`src/cpg_pkg.sv`:
```
// ----------------------------------------------------------------------------
// cpg_pkg
// Shared widths, register codes and item types of the circle point generator.
// ----------------------------------------------------------------------------
`default_nettype none

package cpg_pkg;

   // Screen coordinate width of the result fields (valid range 10 to 16)
   localparam int COORD_WIDTH = 13;

   // Field widths
   localparam int ORIGIN_W = 11;
   localparam int CENTER_W = 11;
   localparam int RADIUS_W = 5;
   localparam int COLOR_W  = 4;

   // Signed width for origin plus center, and the working width for pixels
   localparam int SCR_W  = 14;
   localparam int CALC_W = (COORD_WIDTH > SCR_W) ? COORD_WIDTH : SCR_W;

   // Arc walker widths: x unsigned, y signed (reaches -1), decision signed
   localparam int X_W   = 7;
   localparam int Y_W   = 7;
   localparam int D_W   = 13;
   localparam int MAX_POINTS = 63;
   localparam int CNT_W = 6;

   // Command queue between front and back
   localparam int QUEUE_DEPTH = 2;
   localparam int QPTR_W      = (QUEUE_DEPTH > 1) ? $clog2(QUEUE_DEPTH) : 1;
   localparam int QCNT_W      = $clog2(QUEUE_DEPTH + 1);

   // Register port
   localparam int CSR_ADDR_W = 3;
   localparam int CSR_DATA_W = 32;
   localparam logic [ORIGIN_W-1:0] ORIGIN_X_RESET = 11'd320;
   localparam logic [ORIGIN_W-1:0] ORIGIN_Y_RESET = 11'd240;

   typedef enum logic {
      REG_ORIGIN_X = 1'b0,
      REG_ORIGIN_Y = 1'b1
   } reg_index_type;

   // One queued circle command, center already moved to screen space
   typedef struct packed {
      logic signed [SCR_W-1:0] sx;
      logic signed [SCR_W-1:0] sy;
      logic [RADIUS_W-1:0]     radius;
      logic [COLOR_W-1:0]      color;
   } cmd_type;

   typedef struct packed {
      logic full;
      logic empty;
   } queue_status_type;

   // Wrap a working value to the result coordinate width
   function automatic logic signed [COORD_WIDTH-1:0] to_coord(
      input logic signed [CALC_W-1:0] v);
      return v[COORD_WIDTH-1:0];
   endfunction

endpackage

`default_nettype wire

```
`src/cpg_queue.sv`:
```
// ----------------------------------------------------------------------------
// cpg_queue
// Short register queue of circle commands between the front and the back.
// ----------------------------------------------------------------------------
`default_nettype none

module cpg_queue (
   input  wire                       clock,
   input  wire                       reset,
   input  wire                       push,
   input  cpg_pkg::cmd_type          push_cmd,
   input  wire                       pop,
   output cpg_pkg::cmd_type          pop_cmd,
   output cpg_pkg::queue_status_type status
);
   import cpg_pkg::*;

   cmd_type             entry_ff [QUEUE_DEPTH];
   logic [QPTR_W-1:0]   wr_ptr_ff, wr_ptr_in;
   logic [QPTR_W-1:0]   rd_ptr_ff, rd_ptr_in;
   logic [QCNT_W-1:0]   count_ff,  count_in;
   logic                do_push, do_pop;

   assign do_push = push && !status.full;
   assign do_pop  = pop && !status.empty;

   // Pointer wrap at the queue depth
   always_comb begin
      wr_ptr_in = wr_ptr_ff;
      rd_ptr_in = rd_ptr_ff;
      count_in  = count_ff;
      if (do_push) begin
         wr_ptr_in = (wr_ptr_ff == QPTR_W'(QUEUE_DEPTH - 1)) ? '0 : wr_ptr_ff + 1'b1;
      end
      if (do_pop) begin
         rd_ptr_in = (rd_ptr_ff == QPTR_W'(QUEUE_DEPTH - 1)) ? '0 : rd_ptr_ff + 1'b1;
      end
      if (do_push && !do_pop) begin
         count_in = count_ff + 1'b1;
      end else if (do_pop && !do_push) begin
         count_in = count_ff - 1'b1;
      end
   end

   always_ff @(posedge clock) begin
      if (reset) begin
         wr_ptr_ff <= '0;
         rd_ptr_ff <= '0;
         count_ff  <= '0;
      end else begin
         wr_ptr_ff <= wr_ptr_in;
         rd_ptr_ff <= rd_ptr_in;
         count_ff  <= count_in;
      end
   end

   // Entry storage, no reset needed
   always_ff @(posedge clock) begin
      if (do_push) begin
         entry_ff[wr_ptr_ff] <= push_cmd;
      end
   end

   assign pop_cmd      = entry_ff[rd_ptr_ff];
   assign status.full  = (count_ff == QCNT_W'(QUEUE_DEPTH));
   assign status.empty = (count_ff == '0);

endmodule

`default_nettype wire

```
`src/cpg_front.sv`:
```
// ----------------------------------------------------------------------------
// cpg_front
// Register port, command intake and screen-space center of each circle.
// ----------------------------------------------------------------------------
`default_nettype none

module cpg_front (
   input  wire                                   clock,
   input  wire                                   reset,
   // command intake
   input  wire                                   start,
   output logic                                  busy,
   input  wire  signed [cpg_pkg::CENTER_W-1:0]   req_center_x,
   input  wire  signed [cpg_pkg::CENTER_W-1:0]   req_center_y,
   input  wire         [cpg_pkg::RADIUS_W-1:0]   req_radius,
   input  wire         [cpg_pkg::COLOR_W-1:0]    req_color,
   // register port
   input  wire                                   psel,
   input  wire                                   penable,
   input  wire                                   pwrite,
   input  wire         [cpg_pkg::CSR_ADDR_W-1:0] paddr,
   input  wire         [cpg_pkg::CSR_DATA_W-1:0] pwdata,
   output logic        [cpg_pkg::CSR_DATA_W-1:0] prdata,
   output logic                                  pready,
   // to the queue
   input  cpg_pkg::queue_status_type             status,
   output logic                                  push,
   output cpg_pkg::cmd_type                      push_cmd
);
   import cpg_pkg::*;

   logic [ORIGIN_W-1:0]     origin_x_ff, origin_x_in;
   logic [ORIGIN_W-1:0]     origin_y_ff, origin_y_in;
   logic                    csr_write;
   reg_index_type           csr_index;
   logic signed [SCR_W-1:0] ox_ext, oy_ext, cx_ext, cy_ext;

   assign pready    = 1'b1;
   assign csr_write = psel && penable && pwrite && pready;
   assign csr_index = reg_index_type'(paddr[2]);

   // Register writes
   always_comb begin
      origin_x_in = origin_x_ff;
      origin_y_in = origin_y_ff;
      if (csr_write) begin
         case (csr_index)
            REG_ORIGIN_X: origin_x_in = pwdata[ORIGIN_W-1:0];
            REG_ORIGIN_Y: origin_y_in = pwdata[ORIGIN_W-1:0];
            default: ;
         endcase
      end
   end

   always_ff @(posedge clock) begin
      if (reset) begin
         origin_x_ff <= ORIGIN_X_RESET;
         origin_y_ff <= ORIGIN_Y_RESET;
      end else begin
         origin_x_ff <= origin_x_in;
         origin_y_ff <= origin_y_in;
      end
   end

   // Register reads
   always_comb begin
      case (csr_index)
         REG_ORIGIN_X: prdata = {{(CSR_DATA_W-ORIGIN_W){1'b0}}, origin_x_ff};
         REG_ORIGIN_Y: prdata = {{(CSR_DATA_W-ORIGIN_W){1'b0}}, origin_y_ff};
         default:      prdata = '0;
      endcase
   end

   // Intake: screen center is origin plus center x, origin minus center y
   assign ox_ext = $signed({{(SCR_W-ORIGIN_W){1'b0}}, origin_x_ff});
   assign oy_ext = $signed({{(SCR_W-ORIGIN_W){1'b0}}, origin_y_ff});
   assign cx_ext = {{(SCR_W-CENTER_W){req_center_x[CENTER_W-1]}}, req_center_x};
   assign cy_ext = {{(SCR_W-CENTER_W){req_center_y[CENTER_W-1]}}, req_center_y};

   assign busy            = status.full;
   assign push            = start && !busy;
   assign push_cmd.sx     = ox_ext + cx_ext;
   assign push_cmd.sy     = oy_ext - cy_ext;
   assign push_cmd.radius = req_radius;
   assign push_cmd.color  = req_color;

endmodule

`default_nettype wire

```
`src/cpg_back.sv`:
```
// ----------------------------------------------------------------------------
// cpg_back
// Midpoint arc walker: one arc point and four mirrored pixels per cycle.
// ----------------------------------------------------------------------------
`default_nettype none

module cpg_back (
   input  wire                                        clock,
   input  wire                                        reset,
   input  cpg_pkg::queue_status_type                  status,
   input  cpg_pkg::cmd_type                           pop_cmd,
   output logic                                       pop,
   output logic                                       rsp_valid,
   output logic signed [cpg_pkg::COORD_WIDTH-1:0]     rsp_px0,
   output logic signed [cpg_pkg::COORD_WIDTH-1:0]     rsp_py0,
   output logic signed [cpg_pkg::COORD_WIDTH-1:0]     rsp_px1,
   output logic signed [cpg_pkg::COORD_WIDTH-1:0]     rsp_py1,
   output logic signed [cpg_pkg::COORD_WIDTH-1:0]     rsp_px2,
   output logic signed [cpg_pkg::COORD_WIDTH-1:0]     rsp_py2,
   output logic signed [cpg_pkg::COORD_WIDTH-1:0]     rsp_px3,
   output logic signed [cpg_pkg::COORD_WIDTH-1:0]     rsp_py3,
   output logic        [cpg_pkg::COLOR_W-1:0]         rsp_pixel_color,
   output logic                                       rsp_last
);
   import cpg_pkg::*;

   // walker state
   logic                     active_ff, active_in;
   logic [X_W-1:0]           x_ff, x_in;
   logic signed [Y_W-1:0]    y_ff, y_in;
   logic signed [D_W-1:0]    d_ff, d_in;
   logic [CNT_W-1:0]         cnt_ff, cnt_in;
   logic signed [SCR_W-1:0]  sx_ff, sy_ff;
   logic [COLOR_W-1:0]       color_ff;

   // result registers
   logic                     rsp_valid_ff;
   logic signed [COORD_WIDTH-1:0] px_pos_ff, px_neg_ff, py_pos_ff, py_neg_ff;
   logic [COLOR_W-1:0]       color_out_ff;
   logic                     last_ff;

   // step decision
   logic signed [D_W-1:0]    x_d, y_d, r_d, step_x, step_y;
   logic                     inc_x, dec_y, last_pt;
   logic signed [CALC_W-1:0] sx_c, sy_c, x_c, y_c;

   assign x_d    = $signed({{(D_W-X_W){1'b0}}, x_ff});
   assign y_d    = {{(D_W-Y_W){y_ff[Y_W-1]}}, y_ff};
   assign r_d    = $signed({{(D_W-RADIUS_W){1'b0}}, pop_cmd.radius});
   assign step_x = (x_d <<< 1) + D_W'(3);
   assign step_y = D_W'(3) - (y_d <<< 1);

   // Three-way midpoint test; the quarter-scaled tests reduce to d+y > 0
   // and d-x <= 0 since d is an integer
   always_comb begin
      if (d_ff < 0) begin
         inc_x = 1'b1;
         dec_y = (d_ff + y_d) > 0;
      end else if (d_ff > 0) begin
         inc_x = (d_ff - x_d) <= 0;
         dec_y = 1'b1;
      end else begin
         inc_x = 1'b1;
         dec_y = 1'b1;
      end
   end

   // Final point once y would drop below zero, or at the point limit
   assign last_pt = (dec_y && (y_ff == '0)) || (cnt_ff == CNT_W'(MAX_POINTS - 1));
   assign pop     = !active_ff && !status.empty;

   // Load a command or advance the walk
   always_comb begin
      active_in = active_ff;
      x_in      = x_ff;
      y_in      = y_ff;
      d_in      = d_ff;
      cnt_in    = cnt_ff;
      if (active_ff) begin
         x_in   = x_ff + X_W'(inc_x);
         y_in   = y_ff - Y_W'(dec_y);
         d_in   = d_ff + (inc_x ? step_x : '0) + (dec_y ? step_y : '0);
         cnt_in = cnt_ff + 1'b1;
         if (last_pt) begin
            active_in = 1'b0;
         end
      end else if (pop) begin
         active_in = 1'b1;
         x_in      = '0;
         y_in      = $signed({{(Y_W-RADIUS_W){1'b0}}, pop_cmd.radius});
         d_in      = D_W'(2) - (r_d <<< 1);
         cnt_in    = '0;
      end
   end

   always_ff @(posedge clock) begin
      if (reset) begin
         active_ff    <= 1'b0;
         rsp_valid_ff <= 1'b0;
      end else begin
         active_ff    <= active_in;
         rsp_valid_ff <= active_ff;
      end
   end

   // Pixel offsets from the screen center
   assign sx_c = CALC_W'(sx_ff);
   assign sy_c = CALC_W'(sy_ff);
   assign x_c  = $signed({{(CALC_W-X_W){1'b0}}, x_ff});
   assign y_c  = {{(CALC_W-Y_W){y_ff[Y_W-1]}}, y_ff};

   always_ff @(posedge clock) begin
      x_ff   <= x_in;
      y_ff   <= y_in;
      d_ff   <= d_in;
      cnt_ff <= cnt_in;
      if (pop) begin
         sx_ff    <= pop_cmd.sx;
         sy_ff    <= pop_cmd.sy;
         color_ff <= pop_cmd.color;
      end
      px_pos_ff    <= to_coord(sx_c + x_c);
      px_neg_ff    <= to_coord(sx_c - x_c);
      py_pos_ff    <= to_coord(sy_c + y_c);
      py_neg_ff    <= to_coord(sy_c - y_c);
      color_out_ff <= color_ff;
      last_ff      <= last_pt;
   end

   assign rsp_valid       = rsp_valid_ff;
   assign rsp_px0         = px_pos_ff;
   assign rsp_py0         = py_pos_ff;
   assign rsp_px1         = px_pos_ff;
   assign rsp_py1         = py_neg_ff;
   assign rsp_px2         = px_neg_ff;
   assign rsp_py2         = py_pos_ff;
   assign rsp_px3         = px_neg_ff;
   assign rsp_py3         = py_neg_ff;
   assign rsp_pixel_color = color_out_ff;
   assign rsp_last        = last_ff;

endmodule

`default_nettype wire

```
`src/circle_point_generator.sv`:
```
// ----------------------------------------------------------------------------
// circle_point_generator
// Midpoint circle rasterizer: one circle command in, one item of four
// mirrored screen pixels out for each point of the first-quadrant arc.
// ----------------------------------------------------------------------------
//  channel   handshake                          payload
//  --------  ---------------------------------  ------------------------------
//  command   start & !busy                      req_center_x/_y, req_radius,
//                                               req_color
//  result    rsp_valid strobe, one cycle        rsp_px0..3, rsp_py0..3,
//                                               rsp_pixel_color, rsp_last
//  csr       psel & penable & pwrite (pready=1) origin_x @0x0, origin_y @0x4
//
// A command is loaded into the arc walker in the back end, which then yields
// one arc point per cycle, up to 2*radius+1 points (63 at radius 31), and
// takes the next command only after the last point. With the walker idle, a
// taken command goes from queue to walker registers to result registers.
// A two-entry command queue lets start be taken while a circle is drawn;
// busy is high only while that queue is full. The result side cannot stall.
// Synchronous reset clears the queue and walker; registers return to 320/240.
// ----------------------------------------------------------------------------
`default_nettype none

module circle_point_generator (
   input  wire                                   clock,
   input  wire                                   reset,
   // command channel
   input  wire                                   start,
   output logic                                  busy,
   input  wire  signed [cpg_pkg::CENTER_W-1:0]   req_center_x,
   input  wire  signed [cpg_pkg::CENTER_W-1:0]   req_center_y,
   input  wire         [cpg_pkg::RADIUS_W-1:0]   req_radius,
   input  wire         [cpg_pkg::COLOR_W-1:0]    req_color,
   // result channel
   output logic                                  rsp_valid,
   output logic signed [cpg_pkg::COORD_WIDTH-1:0] rsp_px0,
   output logic signed [cpg_pkg::COORD_WIDTH-1:0] rsp_py0,
   output logic signed [cpg_pkg::COORD_WIDTH-1:0] rsp_px1,
   output logic signed [cpg_pkg::COORD_WIDTH-1:0] rsp_py1,
   output logic signed [cpg_pkg::COORD_WIDTH-1:0] rsp_px2,
   output logic signed [cpg_pkg::COORD_WIDTH-1:0] rsp_py2,
   output logic signed [cpg_pkg::COORD_WIDTH-1:0] rsp_px3,
   output logic signed [cpg_pkg::COORD_WIDTH-1:0] rsp_py3,
   output logic        [cpg_pkg::COLOR_W-1:0]    rsp_pixel_color,
   output logic                                  rsp_last,
   // register port
   input  wire                                   psel,
   input  wire                                   penable,
   input  wire                                   pwrite,
   input  wire         [cpg_pkg::CSR_ADDR_W-1:0] paddr,
   input  wire         [cpg_pkg::CSR_DATA_W-1:0] pwdata,
   output logic        [cpg_pkg::CSR_DATA_W-1:0] prdata,
   output logic                                  pready
);
   import cpg_pkg::*;

   queue_status_type q_status;
   cmd_type          push_cmd, pop_cmd;
   logic             push, pop;

   cpg_front u_front (
      .clock        (clock),
      .reset        (reset),
      .start        (start),
      .busy         (busy),
      .req_center_x (req_center_x),
      .req_center_y (req_center_y),
      .req_radius   (req_radius),
      .req_color    (req_color),
      .psel         (psel),
      .penable      (penable),
      .pwrite       (pwrite),
      .paddr        (paddr),
      .pwdata       (pwdata),
      .prdata       (prdata),
      .pready       (pready),
      .status       (q_status),
      .push         (push),
      .push_cmd     (push_cmd)
   );

   cpg_queue u_queue (
      .clock    (clock),
      .reset    (reset),
      .push     (push),
      .push_cmd (push_cmd),
      .pop      (pop),
      .pop_cmd  (pop_cmd),
      .status   (q_status)
   );

   cpg_back u_back (
      .clock           (clock),
      .reset           (reset),
      .status          (q_status),
      .pop_cmd         (pop_cmd),
      .pop             (pop),
      .rsp_valid       (rsp_valid),
      .rsp_px0         (rsp_px0),
      .rsp_py0         (rsp_py0),
      .rsp_px1         (rsp_px1),
      .rsp_py1         (rsp_py1),
      .rsp_px2         (rsp_px2),
      .rsp_py2         (rsp_py2),
      .rsp_px3         (rsp_px3),
      .rsp_py3         (rsp_py3),
      .rsp_pixel_color (rsp_pixel_color),
      .rsp_last        (rsp_last)
   );

endmodule

`default_nettype wire

```
`config.mk`:
```
export PLATFORM = sky130hd
export DESIGN_NAME = circle_point_generator
export DESIGN_NICKNAME = d
export VERILOG_FILES = /design/src/cpg_pkg.sv /design/src/cpg_queue.sv /design/src/cpg_front.sv /design/src/cpg_back.sv /design/src/circle_point_generator.sv
export SDC_FILE = /design/constraint.sdc
export NUM_CORES = 1
export LEC_CHECK = 0
export ABC_AREA = 1
export BUFFER_PORTS_ARGS = -buffer_cell sky130_fd_sc_hd__buf_4
export CAP_MARGIN = 0
export CELL_PAD_IN_SITES_DETAIL_PLACEMENT = 1
export CELL_PAD_IN_SITES_GLOBAL_PLACEMENT = 1
export CORE_ASPECT_RATIO = 1.5
export CORE_UTILIZATION = 45
export DETAILED_ROUTE_END_ITERATION = 7
export GPL_ROUTABILITY_DRIVEN = 0
export PLACE_DENSITY_LB_ADDON = 0.1
export REMOVE_ABC_BUFFERS = 1
export SKIP_LAST_GASP = 1
export SLEW_MARGIN = 20
export SYNTH_ARGS = -nofsm -noshare
export SYNTH_HDL_FRONTEND = slang
export SYNTH_SLANG_ARGS = --single-unit
```
`constraint.sdc`:
```
create_clock -name clock -period 13.6 [get_ports clock]
set_input_delay 0.68 -clock clock [delete_from_list [all_inputs] [get_ports clock]]
set_output_delay 0.68 -clock clock [all_outputs]
set_load 0.01 [all_outputs]
```
==> results of run 1 <==
## final cells by class
type / instances / area, µm² / area share
Multi-Input combinational cell: 922 / 5693 / 0.3915
Sequential cell: 217 / 5675 / 0.3903
Timing Repair Buffer: 176 / 1361 / 0.09361
Inverter: 169 / 634.4 / 0.04362
Clock buffer: 29 / 608.1 / 0.04181
Tap cell: 342 / 427.9 / 0.02942
Clock inverter: 12 / 142.6 / 0.009808
## critical path, delay by kind of cell, from the launching register on
kind,cells,cell delay (ns)
simple gates,18,1.80
fa+ha+maj,5,1.71
flops,1,0.82
compound gates,4,0.68
xor+xnor,1,0.15
buf+inv,4,0.36
## flip-flops by register name, indices dropped and copies added, names as in the netlist, named ones only
name and flops:
u_back.active_ff 1, u_back.cnt_ff 6, u_back.color_ff 4, u_back.d_ff 13, u_back.rsp_last 1, u_back.rsp_pixel_color 4, u_back.rsp_px0 12, u_back.rsp_px2 13
u_back.rsp_py0 13, u_back.rsp_py1 12, u_back.rsp_valid 1, u_back.sx_c 13, u_back.sy_c 13, u_back.x_ff 7, u_back.y_ff 7, u_front.origin_x_ff 11
u_front.origin_y_ff 11, u_queue.count_ff 2, u_queue.entry_ff 70, u_queue.rd_ptr_ff 1, u_queue.wr_ptr_ff 1
## metal layers
metal	routed length, µm	global-route usage	up-vias
li1	-	-	4708
met1	11470	0.2232	4595
met2	17430	0.4416	139
met3	1309	0.04083	57
met4	1023	0.09230	0
met5	0	0	-
## logic make-up (layout without fill, tap and decap cells)
logic type,Yosys count,in the layout
buf+inv,268,386
compound gates,205,205
mux,4,4
fa+ha+maj,125,125
simple gates,485,485
flops,217,217
other cells,2,22
xor+xnor,81,81
## worst max-delay path by stage
stage	cells after the start	end	start	slack, ns
after global placement	33	u_back.d_ff[11]	u_back.y_ff[6]	7.95
after detailed placement	33	u_back.d_ff[11]	u_back.y_ff[6]	7.80
final	32	u_back.d_ff[11]	u_back.y_ff[6]	7.83
after floorplan	32	u_back.d_ff[11]	u_back.y_ff[6]	8.87
after global routing	33	u_back.d_ff[11]	u_back.y_ff[6]	7.34
after CTS	33	u_back.d_ff[11]	u_back.y_ff[6]	7.76
## per-stage QoR
step                setup slack, ns  hold slack (ns)  cells
floorplan                     8.872           0.3233   1308
global placement              7.947           0.3289   1824
detailed placement            7.799           0.3307   1824
CTS                           7.765           0.2966   1865
global route                  7.337           0.3041   1867
finish                        7.830           0.3228   1867
## cells in the final DEF, fill, tap and decap left out, types with 59 or more instances in the layout
master,instances
nand2_1,286
buf_4,174
inv_1,166
edfxtp_1,133
ha_1,108
nor2_1,102
a21oi_1,94
dfxtp_1,84
o21ai_0,66
xor2_1,59
==> flow_metrics.env, run 1 <==
export IMPL_rr_endpoint="u_back.d_ff[11]"
export IMPL_die_w_um=138.5
export IMPL_synthMuxAreaShare=0.003184
export IMPL_grt_max_degree=37
export IMPL_start_util=0.4604
export IMPL_drive_above_1_share=0.1554
export IMPL_drv_cap=0
export IMPL_ys_seq_area_frac=0.4513
export IMPL_via_per_inst=5.088
export IMPL_coreArea_um2=27310
export IMPL_syn_avg_cell_area_um2=9.066
export IMPL_drt_iter0_drc=337
export IMPL_finalInstanceArea_um2=14540
export IMPL_areaGrowthSynthToFinish_pct=15.65
export IMPL_synthTopCellsByArea="edfxtp_1 (32%), dfxtp_1 (13%), ha_1 (11%)"
export IMPL_nFillCells=3229
export IMPL_report_final_slew_viol_count=0
export IMPL_r2r_cells=32
export IMPL_hold_depth=2
export IMPL_critical_path_slowest_cell="edfxtp_1"
export IMPL_cts_buffer_depth=3
export IMPL_post_cts_resized=0
export IMPL_final_nets=1706
export IMPL_synth_simple_area_share=0.1585
export IMPL_diodes=0
export IMPL_final_setup_viol_count=0
export IMPL_cts_tree="built"
export IMPL_die_y_um=206.7
export IMPL_synth_fa_ha_area_frac=0.1345
export IMPL_synth_most_common_cell="nand2_1"
export IMPL_grt_ovfl_total=0
export IMPL_wl_per_cell_um=16.73
export IMPL_clk_pin_slew_worst_paths_ns=0.06
export IMPL_synth_top_family_by_area="simple AND/OR/NAND/NOR gates"
export IMPL_dp_hpwl_um=24130
export IMPL_yosys_warnings=0
export IMPL_rsz0062_at_grt="no"
export IMPL_failed_checks="design-rule violations"
export IMPL_required_ns=13.86
export IMPL_post_cts_buffers=0
export IMPL_synth_distinct_cells=51
export IMPL_synthFlopType="edfxtp_1"
export IMPL_tightest_slew_ns=0.9753
export IMPL_async_flop_share=0
export IMPL_finalHoldViolations=0
export IMPL_cts_root_buffer="clkbuf_16"
export IMPL_io_pins=216
export IMPL_die_area_um2=28630
export IMPL_netlist_area_um2=12570
export IMPL_wl_um=31230
export IMPL_io_buffers=170
export IMPL_synth_edf_count=133
export IMPL_finalSetupTns_ns=0
export IMPL_finalCoreUtilization=0.5324
export IMPL_hold_path_class="primary input to flip-flop"
export IMPL_skew_ns=0.01033
export IMPL_worstHoldStart="reset"
export IMPL_crit_path_frequent_cell="nand2_1"
export IMPL_synth_top_area_cell="edfxtp_1"
export IMPL_clock_latency_ns=0.52
export IMPL_num_rows=74
export IMPL_period_share=0.4243
export IMPL_end_kind="flip-flop"
export IMPL_grt_pass1_vias=10120
export IMPL_layout_min_cycle_time_ns=5.770
export IMPL_path_class="flip-flop to flip-flop"
export IMPL_status="complete, but fails checks"
export IMPL_cts_sinks=217
export IMPL_place_area_um2=13740
export IMPL_min_to="u_back.rsp_valid"
export IMPL_grt_pass1_wl_um=50050
export IMPL_worstReg2RegStart="u_back.y_ff[6]"
export IMPL_htreeDepth=1
export IMPL_synth_cells=1387
export IMPL_synth_compound_area_frac=0.09174
export IMPL_synth_seq_cells=217
export IMPL_vias=9499
export IMPL_critPathMaxStageDelay_ns=0.82
export IMPL_groute_usage_overall=0.2210
export IMPL_ant_nets=0
export IMPL_drc=4
export IMPL_antenna_found_initial=0
export IMPL_path_max_fanout=16
export IMPL_cts_buffers=23
export IMPL_maxSlewHeadroom=0.3491
export IMPL_startpoint_type="flip-flop"
export IMPL_cts_hold_buffers=0
export IMPL_rrSetupSlack_ns=7.83
export IMPL_drt_first_pass_iters=6
export IMPL_synth_top_cells_by_count="nand2_1 (286), inv_1 (166), edfxtp_1 (133)"
export IMPL_clock_fmax_mhz=173.3
export IMPL_synth_top_area_frac=0.3176
export IMPL_synth_xor_area_frac=0.05701
export IMPL_arrival_ns=6.03
Power of run 1 is not shown: default switching activity piles up to over one toggle a cycle in this logic, so the estimate is an artifact.
==> inputs of run 2 (changes only) <==
--- a/config.mk
+++ b/config.mk
@@ -11,7 +11,7 @@
 export CELL_PAD_IN_SITES_DETAIL_PLACEMENT = 1
 export CELL_PAD_IN_SITES_GLOBAL_PLACEMENT = 1
 export CORE_ASPECT_RATIO = 1.5
-export CORE_UTILIZATION = 45
+export CORE_UTILIZATION = 39
 export DETAILED_ROUTE_END_ITERATION = 7
 export GPL_ROUTABILITY_DRIVEN = 0
 export PLACE_DENSITY_LB_ADDON = 0.1
==> constraint.sdc (replaced) <==
create_clock -name clock -period 4.6 [get_ports clock]
set_input_delay 0.23 -clock clock [delete_from_list [all_inputs] [get_ports clock]]
set_output_delay 0.23 -clock clock [all_outputs]
set_load 0.01 [all_outputs]
==> run 2 against run 1 <==
Net effect:
- clock skew grew 0.0037 ns
- largest cell class unchanged
- worst setup slack worse by 8.0 ns
- core utilization down 2.8 points
- sequential share of layout area down 3.6 points
- critical path type unchanged
- count of clock-buffer cells in the layout up 2
- the run ends with negative setup slack left
- global-route usage is 1.7 points lower
- sequential cell count unchanged
- final cell count is 10% higher
- hold slack worse by 0.29 ns
- first-iteration DRC count increased by 5.3%
==> flow_metrics.env, run 2 (synthesis results as in run 1) <==
export IMPL_arrival_ns=5.06
export IMPL_start_util=0.3963
export IMPL_cts_buffer_depth=3
export IMPL_status="complete, but fails checks"
export IMPL_cts_sinks=217
export IMPL_path_max_fanout=3
export IMPL_report_final_slew_viol_count=0
export IMPL_coreArea_um2=31730
export IMPL_cp_num_buf_inv=5
export IMPL_dp_hpwl_um=25950
export IMPL_crit_family="adder cells"
export IMPL_drt_first_pass_iters=4
export IMPL_ant_nets=0
export IMPL_failed_checks="negative setup slack"
export IMPL_cts_buffers=24
export IMPL_period_share=1.040
export IMPL_grt_pass1_wl_um=53160
export IMPL_clk_pin_slew_worst_paths_ns=0.07
export IMPL_groute_usage_overall=0.2041
export IMPL_rsz0062_at_grt="yes"
export IMPL_num_rows=80
export IMPL_place_area_um2=14380
export IMPL_io_buffers=170
export IMPL_antenna_found_initial=1
export IMPL_cts_tree="built"
export IMPL_vias=9892
export IMPL_startpoint_type="flip-flop"
export IMPL_drc=0
export IMPL_wl_per_cell_um=16.42
export IMPL_path_class="flip-flop to flip-flop"
export IMPL_clock_fmax_mhz=209.1
export IMPL_die_area_um2=32980
export IMPL_postLayoutSetupSlackWorst_ns=-0.1817
export IMPL_crit_path_frequent_cell="nand2_2"
export IMPL_skew_ns=0.01406
export IMPL_critical_path_slowest_cell="fa_1"
export IMPL_nFillCells=3645
export IMPL_drt_iter0_drc=355
export IMPL_final_setup_viol_count=2
export IMPL_areaGrowthSynthToFinish_pct=27.37
export IMPL_hold_path_class="primary input to flip-flop"
export IMPL_via_per_inst=4.816
export IMPL_final_nets=1822
export IMPL_final_common_cell="nand2_1"
export IMPL_maxSlewHeadroom=0.3742
export IMPL_die_y_um=221.9
export IMPL_cts_root_buffer="clkbuf_16"
export IMPL_wl_um=33720
export IMPL_io_pins=216
export IMPL_die_w_um=148.6
export IMPL_multi_input_area_um2=6093
export IMPL_htreeDepth=1
export IMPL_finalHoldViolations=0
export IMPL_seqCellArea_um2=5675
export IMPL_layout_min_cycle_time_ns=4.782
export IMPL_finalInstanceArea_um2=16020
export IMPL_grt_ovfl_total=0
export IMPL_clock_latency_ns=0.53
export IMPL_pre_cts_slack_ns=-0.3754
export IMPL_critPathMaxStageDelay_ns=0.47
export IMPL_required_ns=4.88
export IMPL_end_kind="flip-flop"
export IMPL_drv_cap=0
export IMPL_largest_reg_flops=70
export IMPL_grt_pass1_vias=10580
export IMPL_tightest_slew_ns=0.9377
export IMPL_drive_above_1_share=0.2502
export IMPL_mostFrequentLayoutCells="nand2_1 (272), buf_4 (265), inv_1 (158), edfxtp_1 (133), nor2_1 (93)"
export IMPL_grt_max_degree=37
export IMPL_max_flop_register="u_queue.entry_ff"
run 2: cell types whose count changed in the layout (fill, tap and decap cells not counted), moves of 10 or more:
cell,change
a21oi_1,-10
buf_4,+91
dlygate4sd3_1,+20
ha_1,-20
ha_4,+17
nand2_1,-14
nand2_2,+13
run 2: per-stage QoR:
step                hold slack [ns]  setup TNS (ns)  instances  utilization
floorplan                    0.3024         -0.1281       1308            -
global placement             0.3248         -0.2314       1965       0.4533
detailed placement           0.3285         -0.4419       1965       0.4533
CTS                         0.02407         -0.2596       2045       0.4927
global route                0.03772         -0.9874       2054       0.5048
finish                      0.03491         -0.3128       2054       0.5048
run 2: final cells by class:
cell class,count,area share
multi-input combinational,922,0.3804
sequential,217,0.3543
timing repair buffer,291,0.1435
clock buffer,31,0.04179
inverter,169,0.03992
tap,410,0.03203
clock inverter,13,0.007812
antenna,1,0.0001562
run 2: repair_timing:
item,4_1_cts,5_1_grt
gates cloned,0,0
hold buffers,20,0
pin swaps,27,35
setup buffers,17,6
endpoints found under the setup margin,3,7
gates resized for setup,37,59
hold endpoints to repair,39,0
run 2: path summary, 6_finish.rpt:
| check | startpoint | to | slack, ns | cells after the start |
|---|---|---|---|---|
| hold / removal | pwdata[10] | u_front.origin_y_ff[10] | 0.03 | 3 |
| hold reg to reg | u_back.color_ff[1] | u_back.rsp_pixel_color[1] | 0.34 | 0 |
| setup / recovery | u_back.d_ff[0] | u_back.d_ff[11] | -0.18 | 31 |
| setup reg to reg | u_back.d_ff[0] | u_back.d_ff[11] | -0.18 | 31 |
run 2: metal layers:
| layer | part of all wire | track usage | wire [µm] |
|---|---|---|---|
| met5 | 0 | 0 | 0 |
| met4 | 0.027 | 0.07483 | 911 |
| met3 | 0.037 | 0.02942 | 1241 |
| met2 | 0.57 | 0.4047 | 19160 |
| met1 | 0.37 | 0.2095 | 12410 |
run 2: worst reg2reg max path, delay by kind of cell (launching register included):
family / cells / cell delay (ns)
flops: 1 / 0.39
simple gates: 16 / 1.52
compound gates: 4 / 0.47
buf+inv: 5 / 0.35
fa+ha+maj: 6 / 1.81
Power of run 2 is left out for the same reason.
==> inputs of run 3 (changes only) <==
--- a/config.mk
+++ b/config.mk
@@ -10,7 +10,7 @@
 export CAP_MARGIN = 0
 export CELL_PAD_IN_SITES_DETAIL_PLACEMENT = 1
 export CELL_PAD_IN_SITES_GLOBAL_PLACEMENT = 1
-export CORE_ASPECT_RATIO = 1.5
+export CORE_ASPECT_RATIO = 1.1
 export CORE_UTILIZATION = 39
 export DETAILED_ROUTE_END_ITERATION = 7
 export GPL_ROUTABILITY_DRIVEN = 0
==> constraint.sdc (replaced) <==
create_clock -name clock -period 4.6 [get_ports clock]
set_input_delay 0.92 -clock clock [delete_from_list [all_inputs] [get_ports clock]]
set_output_delay 0.92 -clock clock [all_outputs]
set_load 0.02 [all_outputs]
==> run 3 against run 2 <==
Net effect:
- the flow still finishes with violations (negative setup slack)
- count of clock-buffer cells in the layout up 8
- sequential cell count unchanged
- highest routed layer unchanged
- first-iteration DRC count up 9.3%
- critical endpoint unchanged
- via count down 0.97%
==> flow_metrics.env, run 3 (synthesis results as in run 1) <==
export IMPL_status="complete, but fails checks"
export IMPL_failed_checks="negative setup slack"
export IMPL_cts_root_buffer="clkbuf_16"
export IMPL_placed_cells_incl_taps=1978
export IMPL_die_y_um=190.3
export IMPL_crit_path_frequent_cell="nand2_2"
export IMPL_hold_ws_ns=0.3497
export IMPL_clock_fmax_mhz=211.8
export IMPL_hold_depth=0
export IMPL_drt_iter0_drc=388
export IMPL_via_per_inst=4.788
export IMPL_finalInstanceArea_um2=15830
export IMPL_mostFrequentLayoutCells="nand2_1 (272), buf_4 (266), inv_1 (157), edfxtp_1 (133), nor2_1 (93)"
export IMPL_cp_num_buf_inv=6
export IMPL_drc=0
export IMPL_stdcell_count=2046
export IMPL_wl_um=32490
export IMPL_nFillCells=3661
export IMPL_cts_sinks=217
export IMPL_max_flop_register="u_queue.entry_ff"
export IMPL_clock_latency_ns=0.53
export IMPL_drv_cap=0
export IMPL_htreeDepth=1
export IMPL_die_w_um=173.2
export IMPL_clk_pin_slew_worst_paths_ns=0.06
export IMPL_drive_above_1_share=0.2505
export IMPL_path_max_fanout=3
export IMPL_end_kind="flip-flop"
export IMPL_io_pins=216
export IMPL_min_to="u_back.rsp_pixel_color[0]"
export IMPL_final_common_cell="nand2_1"
export IMPL_drt_first_pass_iters=4
export IMPL_cts_buffers=25
export IMPL_final_nets=1804
export IMPL_worstReg2RegStart="u_back.d_ff[0]"
export IMPL_worstHoldStart="u_back.color_ff[0]"
export IMPL_maxSlewHeadroom=0.3294
export IMPL_report_final_slew_viol_count=0
export IMPL_required_ns=4.88
export IMPL_rsz0062_at_grt="yes"
export IMPL_die_area_um2=32970
export IMPL_antenna_found_initial=1
export IMPL_start_util=0.3984
export IMPL_hold_path_class="flip-flop to flip-flop"
export IMPL_dp_hpwl_um=24690
export IMPL_finalHoldViolations=0
export IMPL_crit_family="adder cells"
export IMPL_critPathMaxStageDelay_ns=0.50
export IMPL_final_setup_viol_count=2
export IMPL_grt_pass1_wl_um=52430
export IMPL_crit_cells=34
export IMPL_ant_nets=0
export IMPL_critical_path_slowest_cell="fa_2"
export IMPL_rrSetupSlack_ns=-0.12
export IMPL_finalSetupTns_ns=-0.1710
export IMPL_grt_pass1_vias=10390
export IMPL_startpoint_type="flip-flop"
export IMPL_wl_per_cell_um=15.88
export IMPL_cts_buffer_depth=3
export IMPL_areaGrowthSynthToFinish_pct=25.87
export IMPL_grt_ovfl_total=0
export IMPL_tightest_slew_ns=1.004
export IMPL_coreArea_um2=31570
export IMPL_cts_tree="built"
export IMPL_layout_min_cycle_time_ns=4.721
export IMPL_grt_max_degree=37
export IMPL_groute_usage_overall=0.1978
export IMPL_place_area_um2=14410
export IMPL_skew_ns=0.01609
export IMPL_r2r_cells=34
export IMPL_largest_reg_flops=70
export IMPL_vias=9796
export IMPL_rr_endpoint="u_back.d_ff[11]"
export IMPL_io_buffers=170
export IMPL_critPathLaunch="u_back.d_ff[0]"
export IMPL_postLayoutSetupSlackWorst_ns=-0.1212
export IMPL_num_rows=68
export IMPL_period_share=1.026
export IMPL_path_class="flip-flop to flip-flop"
export IMPL_arrival_ns=5.00
-- run 3: cell types whose count changed in the layout (fill, tap and decap cells not counted), moves of 2 or more --
cell           change
clkbuf_1           +4
clkbuf_8           +5
clkinvlp_4         -2
o21ai_2            -3
nand3_1            -3
clkinv_2           -4
o21ai_0            +3
nand3_2            +4
dlygate4sd3_1     -20
-- run 3: through the flow --
| stage | util | setup slack, ns |
|---|---|---|
| floorplan | - | -0.1281 |
| global placement | 0.4564 | -0.4476 |
| detailed placement | 0.4564 | -0.5540 |
| CTS | 0.4959 | -0.1268 |
| global route | 0.5013 | -0.4214 |
| finish | 0.5014 | -0.1212 |
-- run 3: how the worst max path moves through the flow --
stage,slack [ns],endpoint
2_1_floorplan,-0.13,u_back.d_ff[11]
3_3_place_gp,-0.45,u_back.d_ff[11]
3_5_place_dp,-0.55,u_back.d_ff[11]
4_1_cts,-0.13,u_back.d_ff[11]
5_1_grt,-0.42,u_back.d_ff[11]
6_report,-0.12,u_back.d_ff[11]
-- run 3: worst reg2reg max path, delay by kind of cell, from the launching register on --
family                   cells  cell delay (ns)
flip-flops                   1             0.41
buffers and inverters        6             0.36
AND/OR/NAND/NOR             19             1.64
adder cells (fa/ha/maj)      6             1.78
AO/OA/AOI/OAI                3             0.28
-- run 3: what timing repair did --
action                                  CTS  global route
gates resized for setup                  59            36
hold buffers                              0             0
buffers inserted                         23             7
endpoints found under the setup margin    2             6
pin swaps                                28            23
-- run 3: metal layers --
metal	vias up	track usage	routed length, µm
met4	0	0.05106	682
met3	48	0.03708	1551
li1	4904	-	-
met5	-	0	0
met2	156	0.3604	16450
met1	4688	0.2387	13810
-- run 3: final cells by class --
class	instances	area, µm²	area share
multi-input combinational	922	6105	0.3857
sequential	217	5675	0.3586
timing repair buffer	272	2097	0.1325
clock buffer	39	728.2	0.04601
inverter	169	639.4	0.04040
tap	420	525.5	0.03320
clock inverter	6	55.05	0.003478
antenna	1	2.502	0.0001581
Power of run 3 is left out for the same reason.
